--- src/rtl/core/lav_delay.sv ---
// ----------------------------------------------------------------------------
// lav_delay
// Enable-gated shift line that keeps side data aligned with a long unit.
// ----------------------------------------------------------------------------
`default_nettype none

module lav_delay #(
  parameter int W     = 8,
  parameter int DEPTH = 4
) (
  input  wire logic         clk,
  input  wire logic         en,
  input  wire logic [W-1:0] din,
  output logic      [W-1:0] dout
);

  logic [W-1:0] tap_r [DEPTH];

  // Advance the line on every enabled cycle
  always_ff @(posedge clk) begin
    if (en) begin
      tap_r[0] <= din;
      for (int i = 1; i < DEPTH; i++) begin
        tap_r[i] <= tap_r[i-1];
      end
    end
  end

  assign dout = tap_r[DEPTH-1];

endmodule

`default_nettype wire

--- config.mk ---
export PLATFORM = sky130hd
export DESIGN_NAME = lav_delay
export DESIGN_NICKNAME = d
export VERILOG_FILES = /design/src/rtl/core/lav_delay.sv
export SDC_FILE = /design/constraint.sdc
export NUM_CORES = 1
export LEC_CHECK = 0
export BUFFER_PORTS_ARGS = -buffer_cell sky130_fd_sc_hd__clkbuf_2
export CAP_MARGIN = 25
export CORE_UTILIZATION = 35
export DETAILED_ROUTE_END_ITERATION = 10
export HOLD_SLACK_MARGIN = 0.05
export PLACE_DENSITY_LB_ADDON = 0.3
export SYNTH_ARGS = -nofsm -noshare
export SYNTH_HDL_FRONTEND = slang
export SYNTH_SLANG_ARGS = --single-unit
--- constraint.sdc ---
create_clock -name clk -period 1 [get_ports clk]
set_clock_uncertainty 0.15 [all_clocks]
set_input_delay 0.05 -clock clk [delete_from_list [all_inputs] [get_ports clk]]
set_output_delay 0.05 -clock clk [all_outputs]
set_load 0.05 [all_outputs]
==> results.toml <==
[drt]
detail_route.first_pass.iterations = 3
route.detailed.drc = 0
via_per_inst = 4.010
drt_iter0_markers = 7
drt-total-wl_um = 865
via_count = 385
wl_per_cell_um = 9.010
ant_nets = 0

[floorplanning]
dieWidth_um = 54.40
io_pins = 18
fp.coreArea_um2 = 2545
start_util = 0.3776
die_area_um2 = 2959
rows = 18
die_height_um = 54.40

[synth]
yosysWarningCount = 0
syn_area_um2 = 960.9
synthCells = 32
synth.distinct_cells = 1
syn_avg_cell_area_um2 = 30.03
synth_nets = 42
ys_seq_area_frac = 1.000
yosys_register_bits = 32

[final_layout]
reg_top3 = "tap_r (32)"
diodes = 0
multiInputGateArea_um2 = 0
num-fill-cells = 216
mostFrequentLayoutCell = "edfxtp_1"
nets = 75
nMultiInputCombCells = 0
area.growth.synth_to_final_pct = 35.55
drive_above_1_share = 0.3485
regMostFlops = "tap_r"
layout_common_cells = "edfxtp_1, clkbuf_2, dlygate4sd3_1, clkbuf_8, clkbuf_4"
largest_reg_flops = 32

[grt]
antenna_found_initial = 0
grt_pass1_wl_mm = 1.490
grt_max_degree = 33
grt_overflow = 0
grt.total_usage = 0.08542
grt_pass1_vias = 362

[worst_setup_path]
critPathBufInv = 1
r2r-end = "tap_r[2][0]"
crit_start = "tap_r[3][7]"
cp-endpoint = "dout[7]"
path_depth = 1
worst_setup_path_start_kind = "flip-flop"
arrival_ps = 870
cp.required_ps = 800
cp-end-kind = "output pin"
ff2ff_path_depth = 0
critPathMaxFanout = 1
reg2reg_from = "tap_r[1][0]"
path_class = "reg2out"
max_stage_delay_ps = 380
cp_slowest_cell = "edfxtp_1"
reg2reg_slack_ps = 210
crit_family = "flip-flops"
path_cells = "clkbuf_8"

[clock_tree]
cts_tree = "done"
cts_buffer_depth = 2
holdBufCountCts = 8
insertion_delay_ps = 300
cts_root_buf = "clkbuf_4"
cts_setup_buffers = 0
cts_sinks = 32
h-tree-depth = 2
cts_made_buffers = 5
clk_pin_slew_ps = 90

[status]
outcome = "finished, violations left"
violations = "negative setup slack"

[timing]
worstMarginPinSlew_ps = 164.5
fmax_mhz = 932.3
slew_headroom = 0.8903
fin_ws_ps = -72.66
fin_crit_ps = 1073
rsz0062_at_grt = "yes"
slew_violations = 0
fin_crit_sh = 1.073
setup_tns_ps = -513.9
setup_violations = 8
hold_viol = 0

[job]
max-cap-violations = 0

[min_path]
holdCritPathClass = "in2reg"
min-delay-start = "en"

[placement]
numPortBuffers = 17
place.gp.congestion = 0.5874

[pwr]
p_leak_nw = 0.4778
vdd_drop_max_v = 0.001303
power_w = 0.002404
power_density_nw_per_um2 = 1846
kinds of logic after synthesis:
kind of cell,synth area share
flip-flops,1.000
where the power goes:
| group | switching, W | leakage [nW] | internal (W) |
|---|---|---|---|
| clock | 0.000356 | 0.0269 | 0.000270 |
| sequential | 0.0000206 | 0.313 | 0.00158 |
| combinational | 0.000101 | 0.138 | 0.0000791 |
what timing repair did:
item	CTS	global route
resized for setup	16	0
hold endpoints to repair	40	32
cloned	0	0
setup endpoints to repair	8	8
worst min-delay path by stage:
stage	to	slack, ps	depth (start not counted)
floorplan	tap_r[0][0]	-1	0
global placement	tap_r[0][7]	80	1
detailed placement	tap_r[0][7]	80	1
CTS	tap_r[0][1]	30	2
global route	tap_r[0][1]	20	2
finish	tap_r[0][3]	40	2
stage by stage:
| step | instance area, um^2 | util | cells | hold WS (ps) | worst slack [ps] |
|---|---|---|---|---|---|
| after floorplan | 960.9 | - | 32 | -1.131 | 199.4 |
| after global placement | 1104 | 0.4336 | 80 | 77.23 | 191.6 |
| after detailed placement | 1104 | 0.4336 | 80 | 78.61 | 181.4 |
| after CTS | 1303 | 0.5118 | 96 | 25.77 | -97.59 |
| after global routing | 1303 | 0.5118 | 96 | 17.33 | -137.9 |
| final | 1303 | 0.5118 | 96 | 39.42 | -72.66 |
synthesized netlist by cell type:
library cell / number / area, um^2
edfxtp_1: 32 / 960.9
final cells by class:
type / instances / area [um^2] / share of cell area
clock buffer: 7 / 45.04 / 0.03458
clock inverter: 1 / 3.754 / 0.002882
sequential: 32 / 960.9 / 0.7378
tap: 30 / 37.54 / 0.02882
timing repair buffer: 26 / 255.2 / 0.1960
routing by layer:
metal  up-vias  part of all wire  track usage
met5         -                 0            0
met4         0            0.0092      0.06410
met3         2             0.054      0.07500
met2        17              0.49       0.1179
met1       166              0.44      0.07963
li1        200                 -            -
No activity file was read; power rests on OpenSTA's default activity.
